<file path="src/hdl/sensor_payload_framer_core_assert.svh">
// Assertion macros shared by the sensor payload framer RTL.
`ifndef SENSOR_PAYLOAD_FRAMER_CORE_ASSERT_SVH
`define SENSOR_PAYLOAD_FRAMER_CORE_ASSERT_SVH

// Same-cycle implication, checked on every rising edge outside reset.
`define SPF_ASSERT_IMPLIES(label, clk, rst, ante, cons) \
  label: assert property (@(posedge clk) disable iff (rst) (ante) |-> (cons)) \
    else $error("sensor_payload_framer_core: same-cycle check failed");

// Next-cycle implication, checked on every rising edge outside reset.
`define SPF_ASSERT_NEXT(label, clk, rst, ante, cons) \
  label: assert property (@(posedge clk) disable iff (rst) (ante) |=> (cons)) \
    else $error("sensor_payload_framer_core: next-cycle check failed");

`endif

</file>
<file path="src/hdl/spf_pkg.sv">
// Shared types, codes, constants and character tables of the payload framer.
package spf_pkg;

  localparam int PAYLOAD_BYTES_DEFAULT = 16;
  localparam int QUEUE_DEPTH = 2;

  // Input command codes.
  localparam logic [2:0] CMD_CLEAR      = 3'd0;
  localparam logic [2:0] CMD_ADD_TEMP   = 3'd1;
  localparam logic [2:0] CMD_ADD_ANALOG = 3'd2;
  localparam logic [2:0] CMD_ADD_HUMID  = 3'd3;
  localparam logic [2:0] CMD_EMIT_AT    = 3'd4;
  localparam logic [2:0] CMD_EMIT_HEX   = 3'd5;

  // Classified operations handed from the front to the back.
  localparam logic [2:0] OP_NOP      = 3'd0;
  localparam logic [2:0] OP_CLEAR    = 3'd1;
  localparam logic [2:0] OP_ADD      = 3'd2;
  localparam logic [2:0] OP_EMIT_AT  = 3'd3;
  localparam logic [2:0] OP_EMIT_HEX = 3'd4;

  // Result status codes.
  localparam logic [1:0] STATUS_OK    = 2'd0;
  localparam logic [1:0] STATUS_FULL  = 2'd1;
  localparam logic [1:0] STATUS_SMALL = 2'd2;

  // Configuration register indexes and reset values.
  localparam logic [1:0] CFG_TEMP_TYPE   = 2'd0;
  localparam logic [1:0] CFG_ANALOG_TYPE = 2'd1;
  localparam logic [1:0] CFG_HUMID_TYPE  = 2'd2;
  localparam logic [7:0] TEMP_TYPE_RESET   = 8'd103;
  localparam logic [7:0] ANALOG_TYPE_RESET = 8'd2;
  localparam logic [7:0] HUMID_TYPE_RESET  = 8'd104;

  // Clamp limits in hundredths.
  localparam logic signed [23:0] TEMP_MIN   = -24'sd327680;
  localparam logic signed [23:0] TEMP_MAX   = 24'sd327670;
  localparam logic signed [23:0] ANALOG_MIN = -24'sd32768;
  localparam logic signed [23:0] ANALOG_MAX = 24'sd32767;
  localparam logic signed [23:0] HUMID_MIN  = 24'sd0;
  localparam logic signed [23:0] HUMID_MAX  = 24'sd10000;

  // Reciprocals for the constant divisions: ceil(2^shift / divisor), exact over the
  // clamped magnitudes (up to 327680 for tenths, up to 10000 for half percent).
  localparam logic [19:0] TENTH_RECIP   = 20'd838861;
  localparam int          TENTH_SHIFT   = 23;
  localparam logic [19:0] HALFPCT_RECIP = 20'd20972;
  localparam int          HALFPCT_SHIFT = 20;

  // AT line framing: head characters, tail characters, and the room the line
  // needs beyond the hex digits, counting one terminator position.
  localparam int AT_HEAD_LEN  = 11;
  localparam int AT_TAIL_LEN  = 3;
  localparam int AT_OVERHEAD  = AT_HEAD_LEN + AT_TAIL_LEN + 1;

  typedef struct packed {
    logic [2:0] op;
    logic       two_bytes;
    logic [7:0] b0;
    logic [7:0] b1;
    logic [7:0] b2;
    logic [7:0] b3;
    logic [7:0] capacity;
  } spf_op_t;

  function automatic logic [7:0] hex_char(input logic [3:0] nib);
    logic [7:0] c;
    if (nib < 4'd10) begin
      c = 8'h30 + {4'd0, nib};
    end else begin
      c = 8'h37 + {4'd0, nib};
    end
    return c;
  endfunction

  function automatic logic [7:0] at_head_char(input logic [3:0] idx);
    logic [7:0] c;
    case (idx)
      4'd0:    c = 8'h41;  // A
      4'd1:    c = 8'h54;  // T
      4'd2:    c = 8'h2B;  // +
      4'd3:    c = 8'h4D;  // M
      4'd4:    c = 8'h53;  // S
      4'd5:    c = 8'h47;  // G
      4'd6:    c = 8'h48;  // H
      4'd7:    c = 8'h45;  // E
      4'd8:    c = 8'h58;  // X
      4'd9:    c = 8'h3D;  // =
      4'd10:   c = 8'h22;  // quote
      default: c = 8'h00;
    endcase
    return c;
  endfunction

  function automatic logic [7:0] at_tail_char(input logic [1:0] idx);
    logic [7:0] c;
    case (idx)
      2'd0:    c = 8'h22;  // quote
      2'd1:    c = 8'h0D;  // CR
      2'd2:    c = 8'h0A;  // LF
      default: c = 8'h00;
    endcase
    return c;
  endfunction

endpackage

</file>
<file path="src/hdl/spf_ram.sv">
// Generic single-port-write, single-port-read RAM with registered read data.
module spf_ram #(
  parameter int WIDTH = 8,
  parameter int DEPTH = 16
) (
  input  logic                     clk,
  input  logic                     we,
  input  logic [$clog2(DEPTH)-1:0] waddr,
  input  logic [WIDTH-1:0]         wdata,
  input  logic [$clog2(DEPTH)-1:0] raddr,
  output logic [WIDTH-1:0]         rdata
);

  logic [WIDTH-1:0] mem [DEPTH];

  always_ff @(posedge clk) begin
    if (we) begin
      mem[waddr] <= wdata;
    end
    rdata <= mem[raddr];
  end

endmodule

</file>
<file path="src/hdl/spf_front.sv">
// Front end: configuration registers, command intake and value conversion.
module spf_front (
  input  logic                  clk,
  input  logic                  rst,
  input  logic                  start,
  output logic                  busy,
  input  logic [2:0]            command,
  input  logic [7:0]            channel,
  input  logic signed [23:0]    value_hundredths,
  input  logic [7:0]            out_capacity,
  input  logic                  cfg_write,
  input  logic [1:0]            cfg_index,
  input  logic [7:0]            cfg_data,
  input  logic                  q_full,
  output logic                  push,
  output spf_pkg::spf_op_t      push_op
);
  import spf_pkg::*;

  logic [7:0] temp_type;
  logic [7:0] analog_type;
  logic [7:0] humid_type;

  logic        a_valid;
  logic [2:0]  a_cmd;
  logic [7:0]  a_channel;
  logic [7:0]  a_capacity;
  logic        a_neg;
  logic [18:0] a_mag;

  logic              accept;
  logic signed [23:0] t_clamped;
  logic signed [23:0] an_clamped;
  logic signed [23:0] h_clamped;
  logic              mag_neg;
  logic [18:0]       mag;

  logic [19:0] recip;
  logic [38:0] prod;
  logic [15:0] quot;
  logic [15:0] val16;

  assign busy   = a_valid && q_full;
  assign accept = start && !busy;
  assign push   = a_valid && !q_full;

  always_ff @(posedge clk) begin
    if (rst) begin
      temp_type   <= TEMP_TYPE_RESET;
      analog_type <= ANALOG_TYPE_RESET;
      humid_type  <= HUMID_TYPE_RESET;
    end else if (cfg_write) begin
      case (cfg_index)
        CFG_TEMP_TYPE:   temp_type   <= cfg_data;
        CFG_ANALOG_TYPE: analog_type <= cfg_data;
        CFG_HUMID_TYPE:  humid_type  <= cfg_data;
        default:         ;
      endcase
    end
  end

  // Clamp per record type; split temperatures into sign and magnitude for the divider.
  always_comb begin
    t_clamped  = (value_hundredths < TEMP_MIN) ? TEMP_MIN :
                 ((value_hundredths > TEMP_MAX) ? TEMP_MAX : value_hundredths);
    an_clamped = (value_hundredths < ANALOG_MIN) ? ANALOG_MIN :
                 ((value_hundredths > ANALOG_MAX) ? ANALOG_MAX : value_hundredths);
    h_clamped  = (value_hundredths < HUMID_MIN) ? HUMID_MIN :
                 ((value_hundredths > HUMID_MAX) ? HUMID_MAX : value_hundredths);
    mag_neg = 1'b0;
    case (command)
      CMD_ADD_TEMP: begin
        mag_neg = t_clamped[23];
        mag     = t_clamped[23] ? 19'(-t_clamped) : 19'(t_clamped);
      end
      CMD_ADD_ANALOG: mag = {3'd0, an_clamped[15:0]};
      default:        mag = 19'(h_clamped);
    endcase
  end

  always_ff @(posedge clk) begin
    if (rst) begin
      a_valid <= 1'b0;
    end else if (accept) begin
      a_valid <= 1'b1;
    end else if (push) begin
      a_valid <= 1'b0;
    end
  end

  always_ff @(posedge clk) begin
    if (accept) begin
      a_cmd      <= command;
      a_channel  <= channel;
      a_capacity <= out_capacity;
      a_neg      <= mag_neg;
      a_mag      <= mag;
    end
  end

  // Division by 10 or 50 as a multiply by the reciprocal and a fixed shift.
  always_comb begin
    recip = (a_cmd == CMD_ADD_TEMP) ? TENTH_RECIP : HALFPCT_RECIP;
    prod  = a_mag * recip;
    if (a_cmd == CMD_ADD_TEMP) begin
      quot = prod[TENTH_SHIFT+15:TENTH_SHIFT];
    end else begin
      quot = {8'd0, prod[HALFPCT_SHIFT+7:HALFPCT_SHIFT]};
    end
    if (a_cmd == CMD_ADD_ANALOG) begin
      val16 = a_mag[15:0];
    end else if (a_neg) begin
      val16 = 16'd0 - quot;
    end else begin
      val16 = quot;
    end
  end

  always_comb begin
    push_op           = '0;
    push_op.op        = OP_NOP;
    push_op.b0        = a_channel;
    push_op.capacity  = a_capacity;
    case (a_cmd)
      CMD_CLEAR: push_op.op = OP_CLEAR;
      CMD_ADD_TEMP: begin
        push_op.op        = OP_ADD;
        push_op.two_bytes = 1'b1;
        push_op.b1        = temp_type;
        push_op.b2        = val16[15:8];
        push_op.b3        = val16[7:0];
      end
      CMD_ADD_ANALOG: begin
        push_op.op        = OP_ADD;
        push_op.two_bytes = 1'b1;
        push_op.b1        = analog_type;
        push_op.b2        = val16[15:8];
        push_op.b3        = val16[7:0];
      end
      CMD_ADD_HUMID: begin
        push_op.op = OP_ADD;
        push_op.b1 = humid_type;
        push_op.b2 = val16[7:0];
      end
      CMD_EMIT_AT:  push_op.op = OP_EMIT_AT;
      CMD_EMIT_HEX: push_op.op = OP_EMIT_HEX;
      default:      push_op.op = OP_NOP;
    endcase
  end

endmodule

</file>
<file path="src/hdl/spf_queue.sv">
// Short operation queue between the front end and the back end.
module spf_queue (
  input  logic             clk,
  input  logic             rst,
  input  logic             push,
  input  spf_pkg::spf_op_t push_op,
  input  logic             pop,
  output spf_pkg::spf_op_t head_op,
  output logic             full,
  output logic             empty
);
  import spf_pkg::*;

  localparam int PW = (QUEUE_DEPTH > 1) ? $clog2(QUEUE_DEPTH) : 1;
  localparam int NW = $clog2(QUEUE_DEPTH + 1);

  spf_op_t       entries [QUEUE_DEPTH];
  logic [PW-1:0] wr_ptr;
  logic [PW-1:0] rd_ptr;
  logic [NW-1:0] count;

  assign full    = (count == NW'(QUEUE_DEPTH));
  assign empty   = (count == '0);
  assign head_op = entries[rd_ptr];

  always_ff @(posedge clk) begin
    if (rst) begin
      wr_ptr <= '0;
      rd_ptr <= '0;
      count  <= '0;
    end else begin
      if (push && !full) begin
        wr_ptr <= (wr_ptr == PW'(QUEUE_DEPTH - 1)) ? '0 : wr_ptr + PW'(1);
      end
      if (pop && !empty) begin
        rd_ptr <= (rd_ptr == PW'(QUEUE_DEPTH - 1)) ? '0 : rd_ptr + PW'(1);
      end
      case ({push && !full, pop && !empty})
        2'b10:   count <= count + NW'(1);
        2'b01:   count <= count - NW'(1);
        default: count <= count;
      endcase
    end
  end

  always_ff @(posedge clk) begin
    if (push && !full) begin
      entries[wr_ptr] <= push_op;
    end
  end

endmodule

</file>
<file path="src/hdl/spf_back.sv">
// Back end: payload store, bounds checks and the character streamer.
module spf_back #(
  parameter int PAYLOAD_BYTES = spf_pkg::PAYLOAD_BYTES_DEFAULT
) (
  input  logic             clk,
  input  logic             rst,
  input  logic             q_empty,
  output logic             q_pop,
  input  spf_pkg::spf_op_t head_op,
  output logic             strobe,
  output logic [1:0]       status,
  output logic [7:0]       out_char,
  output logic             char_valid,
  output logic             last
);
  import spf_pkg::*;

  localparam int AW = $clog2(PAYLOAD_BYTES);
  localparam int CW = $clog2(PAYLOAD_BYTES + 1);

  localparam logic [2:0] S_IDLE = 3'd0;
  localparam logic [2:0] S_ADD  = 3'd1;
  localparam logic [2:0] S_HEAD = 3'd2;
  localparam logic [2:0] S_HEX  = 3'd3;
  localparam logic [2:0] S_TAIL = 3'd4;

  logic [2:0]    state;
  logic [CW-1:0] fill;
  logic [7:0]    rec [4];
  logic [1:0]    wr_cnt;
  logic [1:0]    last_wr;
  logic [3:0]    head_idx;
  logic [1:0]    tail_idx;
  logic [CW-1:0] byte_idx;
  logic          nib_lo;
  logic          is_at;

  logic          ram_we;
  logic [7:0]    rd_data;
  logic [CW:0]   fill_after;
  logic          store_full;
  logic [8:0]    need_at;
  logic [8:0]    need_hex;
  logic [8:0]    cap_ext;

  assign q_pop  = (state == S_IDLE) && !q_empty;
  assign ram_we = (state == S_ADD);

  assign fill_after = (CW+1)'(fill) + (head_op.two_bytes ? (CW+1)'(4) : (CW+1)'(3));
  assign store_full = fill_after > (CW+1)'(PAYLOAD_BYTES);
  assign need_at    = 9'({fill, 1'b0}) + 9'(AT_OVERHEAD);
  assign need_hex   = 9'({fill, 1'b0}) + 9'd1;
  assign cap_ext    = {1'b0, head_op.capacity};

  // The read address idles at byte zero, so the first byte is already in rd_data
  // when the hex stream begins.
  spf_ram #(
    .WIDTH (8),
    .DEPTH (PAYLOAD_BYTES)
  ) u_store (
    .clk   (clk),
    .we    (ram_we),
    .waddr (fill[AW-1:0]),
    .wdata (rec[wr_cnt]),
    .raddr (byte_idx[AW-1:0]),
    .rdata (rd_data)
  );

  always_ff @(posedge clk) begin
    if (rst) begin
      state    <= S_IDLE;
      fill     <= '0;
      strobe   <= 1'b0;
      byte_idx <= '0;
    end else begin
      strobe <= 1'b0;
      case (state)
        S_IDLE: begin
          byte_idx <= '0;
          if (!q_empty) begin
            status     <= STATUS_OK;
            out_char   <= 8'h00;
            char_valid <= 1'b0;
            last       <= 1'b1;
            case (head_op.op)
              OP_CLEAR: begin
                fill   <= '0;
                strobe <= 1'b1;
              end
              OP_ADD: begin
                strobe <= 1'b1;
                if (store_full) begin
                  status <= STATUS_FULL;
                end else begin
                  rec[0]  <= head_op.b0;
                  rec[1]  <= head_op.b1;
                  rec[2]  <= head_op.b2;
                  rec[3]  <= head_op.b3;
                  last_wr <= head_op.two_bytes ? 2'd3 : 2'd2;
                  wr_cnt  <= 2'd0;
                  state   <= S_ADD;
                end
              end
              OP_EMIT_AT: begin
                if (cap_ext < need_at) begin
                  status <= STATUS_SMALL;
                  strobe <= 1'b1;
                end else begin
                  head_idx <= 4'd0;
                  state    <= S_HEAD;
                end
              end
              OP_EMIT_HEX: begin
                if (cap_ext < need_hex) begin
                  status <= STATUS_SMALL;
                  strobe <= 1'b1;
                end else if (fill == '0) begin
                  strobe <= 1'b1;
                end else begin
                  nib_lo <= 1'b0;
                  is_at  <= 1'b0;
                  state  <= S_HEX;
                end
              end
              default: strobe <= 1'b1;
            endcase
          end
        end
        S_ADD: begin
          byte_idx <= '0;
          fill     <= fill + CW'(1);
          wr_cnt   <= wr_cnt + 2'd1;
          if (wr_cnt == last_wr) begin
            state <= S_IDLE;
          end
        end
        S_HEAD: begin
          byte_idx   <= '0;
          strobe     <= 1'b1;
          status     <= STATUS_OK;
          out_char   <= at_head_char(head_idx);
          char_valid <= 1'b1;
          last       <= 1'b0;
          if (head_idx == 4'(AT_HEAD_LEN - 1)) begin
            tail_idx <= 2'd0;
            nib_lo   <= 1'b0;
            is_at    <= 1'b1;
            state    <= (fill == '0) ? S_TAIL : S_HEX;
          end else begin
            head_idx <= head_idx + 4'd1;
          end
        end
        S_HEX: begin
          strobe     <= 1'b1;
          status     <= STATUS_OK;
          char_valid <= 1'b1;
          last       <= 1'b0;
          if (!nib_lo) begin
            out_char <= hex_char(rd_data[7:4]);
            byte_idx <= byte_idx + CW'(1);
            nib_lo   <= 1'b1;
          end else begin
            out_char <= hex_char(rd_data[3:0]);
            nib_lo   <= 1'b0;
            if (byte_idx == fill) begin
              byte_idx <= '0;
              if (is_at) begin
                state <= S_TAIL;
              end else begin
                last  <= 1'b1;
                state <= S_IDLE;
              end
            end
          end
        end
        S_TAIL: begin
          byte_idx   <= '0;
          strobe     <= 1'b1;
          status     <= STATUS_OK;
          out_char   <= at_tail_char(tail_idx);
          char_valid <= 1'b1;
          last       <= (tail_idx == 2'(AT_TAIL_LEN - 1));
          if (tail_idx == 2'(AT_TAIL_LEN - 1)) begin
            state <= S_IDLE;
          end else begin
            tail_idx <= tail_idx + 2'd1;
          end
        end
        default: state <= S_IDLE;
      endcase
    end
  end

endmodule

</file>
<file path="src/hdl/sensor_payload_framer_core.sv">
// Top level of the sensor payload framer: front end, operation queue and back end.
//
// Commands are taken whenever busy is low; the front end registers each command,
// converts its value and parks it in a two-entry queue, so up to three commands
// can be in flight while the back end works. The back end handles one command at
// a time: clear, unused codes and rejected commands give one result, registered
// by the idle back end once the command has passed the front register and the
// queue; an add gives its result at once and then writes its three or four record
// bytes into the store, one per cycle through its single write port; a hex emit
// streams 2*N characters and an AT emit 2*N+14, one per cycle, where N is the number
// of stored bytes, paced by the one-byte store read port. Results appear for exactly
// one cycle with strobe high and cannot be held off, so the sink must take one
// character every cycle. Configuration writes take effect at once and should only
// be made while no command is in flight.
`include "sensor_payload_framer_core_assert.svh"

module sensor_payload_framer_core #(
  parameter int PAYLOAD_BYTES = spf_pkg::PAYLOAD_BYTES_DEFAULT
) (
  input  logic               clk,
  input  logic               rst,
  input  logic               start,
  output logic               busy,
  input  logic [2:0]         command,
  input  logic [7:0]         channel,
  input  logic signed [23:0] value_hundredths,
  input  logic [7:0]         out_capacity,
  input  logic               cfg_write,
  input  logic [1:0]         cfg_index,
  input  logic [7:0]         cfg_data,
  output logic               strobe,
  output logic [1:0]         status,
  output logic [7:0]         out_char,
  output logic               char_valid,
  output logic               last
);
  import spf_pkg::*;

  logic    q_push;
  logic    q_pop;
  logic    q_full;
  logic    q_empty;
  spf_op_t push_op;
  spf_op_t head_op;

  spf_front u_front (
    .clk              (clk),
    .rst              (rst),
    .start            (start),
    .busy             (busy),
    .command          (command),
    .channel          (channel),
    .value_hundredths (value_hundredths),
    .out_capacity     (out_capacity),
    .cfg_write        (cfg_write),
    .cfg_index        (cfg_index),
    .cfg_data         (cfg_data),
    .q_full           (q_full),
    .push             (q_push),
    .push_op          (push_op)
  );

  spf_queue u_queue (
    .clk     (clk),
    .rst     (rst),
    .push    (q_push),
    .push_op (push_op),
    .pop     (q_pop),
    .head_op (head_op),
    .full    (q_full),
    .empty   (q_empty)
  );

  spf_back #(
    .PAYLOAD_BYTES (PAYLOAD_BYTES)
  ) u_back (
    .clk        (clk),
    .rst        (rst),
    .q_empty    (q_empty),
    .q_pop      (q_pop),
    .head_op    (head_op),
    .strobe     (strobe),
    .status     (status),
    .out_char   (out_char),
    .char_valid (char_valid),
    .last       (last)
  );

  // The front end never offers an operation to a full queue.
  `SPF_ASSERT_IMPLIES(a_push_not_full, clk, rst, q_push, !q_full)
  // A result without a character always closes its command.
  `SPF_ASSERT_IMPLIES(a_nochar_is_last, clk, rst, strobe && !char_valid, last)
  // An error status never comes with a character.
  `SPF_ASSERT_IMPLIES(a_error_no_char, clk, rst, strobe && (status != STATUS_OK), !char_valid)
  // A character stream runs without gaps until its last character.
  `SPF_ASSERT_NEXT(a_stream_no_gap, clk, rst, strobe && !last, strobe)

endmodule

</file>
<file path="config.mk">
export PLATFORM = sky130hd
export DESIGN_NAME = sensor_payload_framer_core
export DESIGN_NICKNAME = d
export VERILOG_FILES = /design/src/hdl/spf_pkg.sv /design/src/hdl/spf_ram.sv /design/src/hdl/spf_front.sv /design/src/hdl/spf_queue.sv /design/src/hdl/spf_back.sv /design/src/hdl/sensor_payload_framer_core.sv
export VERILOG_INCLUDE_DIRS = /design/src /design/src/hdl
export SDC_FILE = /design/constraint.sdc
export NUM_CORES = 1
export LEC_CHECK = 0
export BUFFER_PORTS_ARGS = -buffer_cell sky130_fd_sc_hd__buf_2
export CORE_MARGIN = 2
export CORE_UTILIZATION = 55
export CTS_BUF_LIST = sky130_fd_sc_hd__clkbuf_2
export DETAILED_ROUTE_END_ITERATION = 12
export MAX_ROUTING_LAYER = met4
export PLACE_DENSITY_LB_ADDON = 0.3
export RECOVER_POWER = 100
export SYNTH_ARGS = -nofsm -noshare
export SYNTH_HDL_FRONTEND = slang
export SYNTH_SLANG_ARGS = --single-unit
</file>
<file path="constraint.sdc">
create_clock -name clk -period 22.8 [get_ports clk]
set_input_delay 4.56 -clock clk [delete_from_list [all_inputs] [get_ports clk]]
set_output_delay 4.56 -clock clk [all_outputs]
set_load 0.005 [all_outputs]
</file>
After elaboration in Yosys (flattened, before gate mapping) --
Memories as Yosys holds them, arrays and structs flattened. A register that Yosys moved wholly into a read port is not among the register bits. Index checks and enable logic that the tools add are counted.
Word-level totals: register bits 106, latch bits 0, memory bits (writable) 248, bits in read-only memories 112, input bits 57, output and inout port bits 14, memories 4
Memory list:
- u_back.u_store.mem | words 16, bits a word 8, read ports 1, clocked after Yosys merged registers in 1, wr ports 1, line spf_ram.sv:14 | logic [WIDTH-1:0] mem [DEPTH];
- (no name shown) | words 16, bits a word 7, read ports 1, clocked after Yosys merged registers in 1, wr ports 0, line spf_pkg.sv:78 | case (idx)
- u_queue.entries | words 2, bits a word 44, read ports 1, clocked after Yosys merged registers in 1, wr ports 1, line spf_queue.sv:17 | spf_op_t entries [QUEUE_DEPTH];
- u_back.rec | words 4, bits a word 8, read ports 1, clocked after Yosys merged registers in 1, wr ports 4, line spf_back.sv:29 | logic [7:0] rec [4];
Operators by class: $add $sub $neg 18, multiply operators 1, divide/modulo/power cells 0, $lt $le $gt $ge 11, equality and inequality tests 47, shift operators 0, muxes and demuxes 103, bitwise logic cells 3, reductions and logical operators 42
Operators with widths (number):
- 16-bit 2-to-1 mux | 5
- 19-bit 2-to-1 mux | 3
- 24-bit 2-to-1 mux | 2
- 16-bit case mux with 3 select lines | 1
- 8-bit 2-to-1 mux | 5
- 19-bit by 20-bit multiplier with 39-bit output | 1
- 3-bit 2-to-1 mux | 13
- 19-bit case mux with 2 select lines | 1
- 1-bit 2-to-1 mux | 35
- 8-bit case mux with 4 select lines | 1
- 6-bit by 4-bit adder with 7-bit output (first input constant) | 4
- 24-bit by 15-bit greater-than comparator with 1-bit output (second input constant) | 1
- 24-bit by 16-bit greater-than comparator with 1-bit output (second input constant) | 1
- 24-bit by 20-bit greater-than comparator with 1-bit output (second input constant) | 1
- 24-bit by 1-bit < comparator with 1-bit output (second input constant) | 1
- 24-bit by 16-bit < comparator with 1-bit output (second input constant) | 1
- 24-bit by 20-bit < comparator with 1-bit output (second input constant) | 1
- 2-bit inequality test (second input constant) | 12
- 3-bit by 2-bit == test with 1-bit output (second input constant) | 7
- 20-bit 2-to-1 mux | 1
- 4-bit 2-to-1 mux | 5
- 5-bit 2-to-1 mux | 4
- 5-bit case mux with 2 select lines | 2
- 19-bit negator | 1
- 52 further kinds | 116

Logic depth before layout (Yosys ltp) --
depth in word-level cells 9, mapped depth 35

Modules after synthesis --
A second synthesis with hierarchy kept.
Second synthesis, totals: cells, all modules 2305, area, all modules 26153.8 sq um
By module, submodules not included:
- spf_front | instances 1, cells an instance 1522, area an instance 13320.3 sq um
- spf_ram | instances 1, cells an instance 229, area an instance 5147.4 sq um
- spf_back | instances 1, cells an instance 391, area an instance 4299.1 sq um
- spf_queue | instances 1, cells an instance 163, area an instance 3387.0 sq um

Worst setup path before layout --
Ideal clock, no wire load.
kind reg2reg, start point reg u_front.a_cmd[0], end point mem u_queue.entries[0][21] (netlist name) (data pin), setup time 270 ps, arrival time 8190 ps, required time 22530 ps, slack 14340 ps, cell stages (with the launch flop) 32, path buffers 7, clock period less this slack 8460 ps, cell sequence edfxtp_1 > buf_4 > or3b_4 > buf_6 > clkbuf_1 > buf_1 > clkbuf_1 > clkbuf_1 > nand2_1 > inv_1 > fa_1 > inv_1 > fa_1 > inv_1 > fa_1 > fa_1 > fa_1 > inv_1 > fa_1 > inv_1 > ha_1 > nand2_1 > nor4_1 > a22o_1 > or4_1 > clkbuf_1 > nor2_1 > o22ai_1 > or4_4 > nor4_4 > a21oi_1 > or3_1
RTL lines:
- from (decl) | line spf_front.sv:25 | logic [2:0] a_cmd;
- from (signal assigned) | line spf_front.sv:93 | a_cmd <= command;
- to (decl) | line spf_queue.sv:17

==> results.txt <==
- Capturing element type of the critical path: register
- In the routed layout, each cell is associated on average with a via count of just under 6.
- The die covers slightly below 0.05 sq mm.
* Total DRC errors in the routed layout: 0
* Hold buffer count at cts: 0
* Core area: 0.04656 sq mm
- CTS tree: yes
- Startpoint type of the worst setup path: register
- Counting the buffers created by CTS gives 87.
* Final Hold Slack: between 0.4 and 0.5 ns
- The worst setup path is of the register to register kind.
- The floorplan step set the die height to 221.4 um.
- Most Frequent Cell on Critical Path: sky130_fd_sc_hd__fa_1
* Fraction of final layout cells sized beyond drive strength 1: 0.1274
- Total vias in the final route: roughly 18000
- Crit path time final: 10.92 ns
* Data required time of the critical path: 23.47 ns
- Detailed placement finished with a half-perimeter wire length of 48040 um.
- For this run, the total global-route usage over all layers was measured as 0.2740.
- Vias in the first global route: 18600
* Antenna violations before repair: 3
- Setup violations remaining at the end of the flow were counted as 0.
- Of the post-synthesis cell area, the dominant cell type holds 0.3569.
- Sequential element share of the synthesized area: 0.4039
* Iteration count of the initial detailed-routing pass: 7
* Synth-to-Final Area Change: 6.435%
* Yosys warnings: 0
- Outcome: complete, but fails checks
- The cell count after synthesis came out at 2279.
* Number of flip-flops and latches in the synthesized netlist: 370
- Post-cts gate resize count: 0
- EDFF count, synth: 309
- Clock sink count: 370
* Unrepaired setup endpoints after global routing: no
- Overall overflow remaining after global route: 0
- The final-report hold violation count is 0.
- During I/O placement, the number of pins put on the boundary was just over 70.
- Of all cell types, the one taking the most synthesized area is sky130_fd_sc_hd__edfxtp_1.
* Main synth FF type: sky130_fd_sc_hd__edfxtp_1
- Derived from the worst setup path, the maximum achievable clock frequency is around 0.09 GHz.
* H-tree levels: 3
- The initial utilization of the core area, before any placement, comes to 0.5584.
* Detailed router's first-iteration violation count: 1336
- Arrival time at the worst endpoint: 11.60 ns
- The die is 221.4 um wide.
- In this run the core area contains 79 standard-cell rows.
- Gpl congestion: 0.9788
- Once detail routing completed, the nets flagged for antenna violations numbered 0.
* Critical Path Fanout Max: 45
- Stage delay of the slowest cell on the critical path: 1.77 ns
- The average instance in the mapped netlist occupies 11.41 sq um.
- Between clock sinks in the finished design, the worst skew comes to 0.07002 ns.
- Fill count: 3820
- Clock tree synthesis selected as its root buffer the cell sky130_fd_sc_hd__clkbuf_2.
- Dividing the final minimum period by the clock period gives 0.4791.
- Cells taking the most area after synthesis: sky130_fd_sc_hd__edfxtp_1 (36%), sky130_fd_sc_hd__fa_1 (13%), sky130_fd_sc_hd__ha_1 (10%)
- Counting flops with an async set or reset pin after synthesis yields a share of 0.
- The final layout contains 2828 nets.
- In this run the tightest slew margin relative to its limit is -1.422.
* # Post-CTS Setup Buffers: 0
* Worst-Skew Late Latency: 0.98 ns
- Synth Cell Area: roughly 0.026 sq mm
- Tightest Pin Transition: about 3.6 ns
- Dividing the detail-routed wire length by the instance count gives 20.75 um.
- For this design, the slowest cell found on the critical path is sky130_fd_sc_hd__clkbuf_1.
- The final reports fail on max-capacitance violations, max-slew violations.
* Number of distinct library cells after synthesis: just under 90
- The max-slew violation count came to 351.
- After clock tree synthesis, the clock-pin slew on the worst setup and hold paths is 0.10 ns.
* Global-route wire length before repair: 102000 um
- Wires add up to roughly 63000 um.
* Buffer depth of the longest clock path: 3
- Summed over all failing endpoints, the final setup total negative slack is 0 ns.
* Number of input and output port buffers inserted: 69
- Entering global routing, the biggest net connects 49 pins.
- In this run the worst hold path is classified as register to register.
* Max-cap violations: 9
[cell families after synthesis]
logic type      count (synthesis)  share of synthesized area
simple gates                  517                    0.09539
buf+inv                       405                    0.05925
fa+ha+maj                     391                     0.2384
compound gates                380                    0.09823
flops                         370                     0.4039
mux                           138                    0.07889
xor+xnor                       76                    0.02561
other cells                     2                  0.0002889
[metrics by stage]
stage | cells | area (sq um) | setup slack, ns | utilization
after global routing | 3060 | 27670 | 11.33 | 0.5943
after CTS | 3056 | 27760 | 13.91 | 0.5963
after floorplan | 2289 | 26030 | 14.34 | -
after detailed placement | 2898 | 26970 | 13.96 | 0.5792
final | 3060 | 27670 | 11.88 | 0.5943
after global placement | 2898 | 26970 | 14.16 | 0.5792
[path summary, 6_finish.rpt]
check                  startpoint                      to  slack [ns]  cells past startpoint
max reg2reg      u_front.a_cmd[0]  u_queue.entries[0][21]       11.88                     25
max              u_front.a_cmd[0]  u_queue.entries[0][21]       11.88                     25
min          u_front.a_channel[1]  u_queue.entries[0][33]        0.46                      0
min reg2reg  u_front.a_channel[1]  u_queue.entries[0][33]        0.46                      0
[Yosys cell counts (all sizes together) (15+ instances only)]
| cell | count |
|---|---|
| nor2b | 15 |
| mux4 | 48 |
| nand2 | 145 |
| inv | 319 |
| clkbuf | 71 |
| fa | 174 |
| and2 | 21 |
| nor2 | 158 |
| xor2 | 27 |
| or3 | 17 |
| a31oi | 15 |
| xnor2 | 49 |
| nand2b | 15 |
| o21ai | 81 |
| buf | 15 |
| and3 | 18 |
| mux2i | 35 |
| o211ai | 21 |
| nor3 | 34 |
| dfxtp | 61 |
| ha | 217 |
| nand4 | 19 |
| edfxtp | 309 |
| nand3 | 27 |
| a21oi | 99 |
| a21o | 26 |
| mux2 | 55 |
[state kept, by name (all words and copies together), names as in the netlist, 2 cells and up, named ones only]
name,count
u_back.u_store.mem,128
u_queue.entries,88
u_back.rec,32
u_front.a_mag,19
u_back.u_store.rdata,8
u_front.a_capacity,8
u_front.a_channel,8
u_front.analog_type,8
u_front.humid_type,8
u_front.temp_type,8
u_back.out_char,7
u_back.byte_idx,5
u_back.fill,5
u_back.head_idx,4
u_back.state,3
u_front.a_cmd,3
u_back.status,2
u_back.tail_idx,2
u_back.wr_cnt,2
u_queue.count,2
[final cells by class]
type | count | area, sq um | area share
diodes | 4 | 10.01 | 0.0003618
clock buffers | 124 | 620.6 | 0.02243
clock inverters | 34 | 175.2 | 0.006331
inverters | 319 | 1197 | 0.04328
multi-input cells | 1514 | 13980 | 0.5051
flip-flops and latches | 370 | 10500 | 0.3796
well taps | 607 | 759.5 | 0.02745
repair buffers | 88 | 427.9 | 0.01547
[cells in the final DEF, fill, tap and decap left out, drive strengths merged, types with 30 or more instances in the layout]
| cell type | instances |
|---|---|
| a21oi | 99 |
| edfxtp | 309 |
| buf | 67 |
| dfxtp | 61 |
| xnor2 | 49 |
| mux4 | 48 |
| nor3 | 34 |
| o21ai | 81 |
| nor2 | 158 |
| nand2 | 145 |
| fa | 174 |
| inv | 321 |
| ha | 217 |
| mux2i | 35 |
| mux2 | 55 |
| clkbuf | 145 |
| clkinv | 30 |
[worst max-delay path: cells and delay by family (launching register included)]
| kind | cells | cell delay (ns) |
|---|---|---|
| compound gates | 4 | 0.56 |
| fa+ha+maj | 8 | 3.46 |
| buf+inv | 4 | 2.19 |
| flops | 1 | 0.73 |
| simple gates | 9 | 3.68 |
[per-layer routing]
layer | share of wire | up-vias | GRT usage
met4 | 0.032 | 0 | 0.09526
met2 | 0.48 | 618 | 0.4401
met3 | 0.059 | 127 | 0.04767
li1 | - | 8312 | -
met5 | 0 | - | -
met1 | 0.43 | 8847 | 0.3530
Power is left out: the tool's default activity adds up to more than one toggle a clock period on the data nets, which glitch-free logic cannot reach.
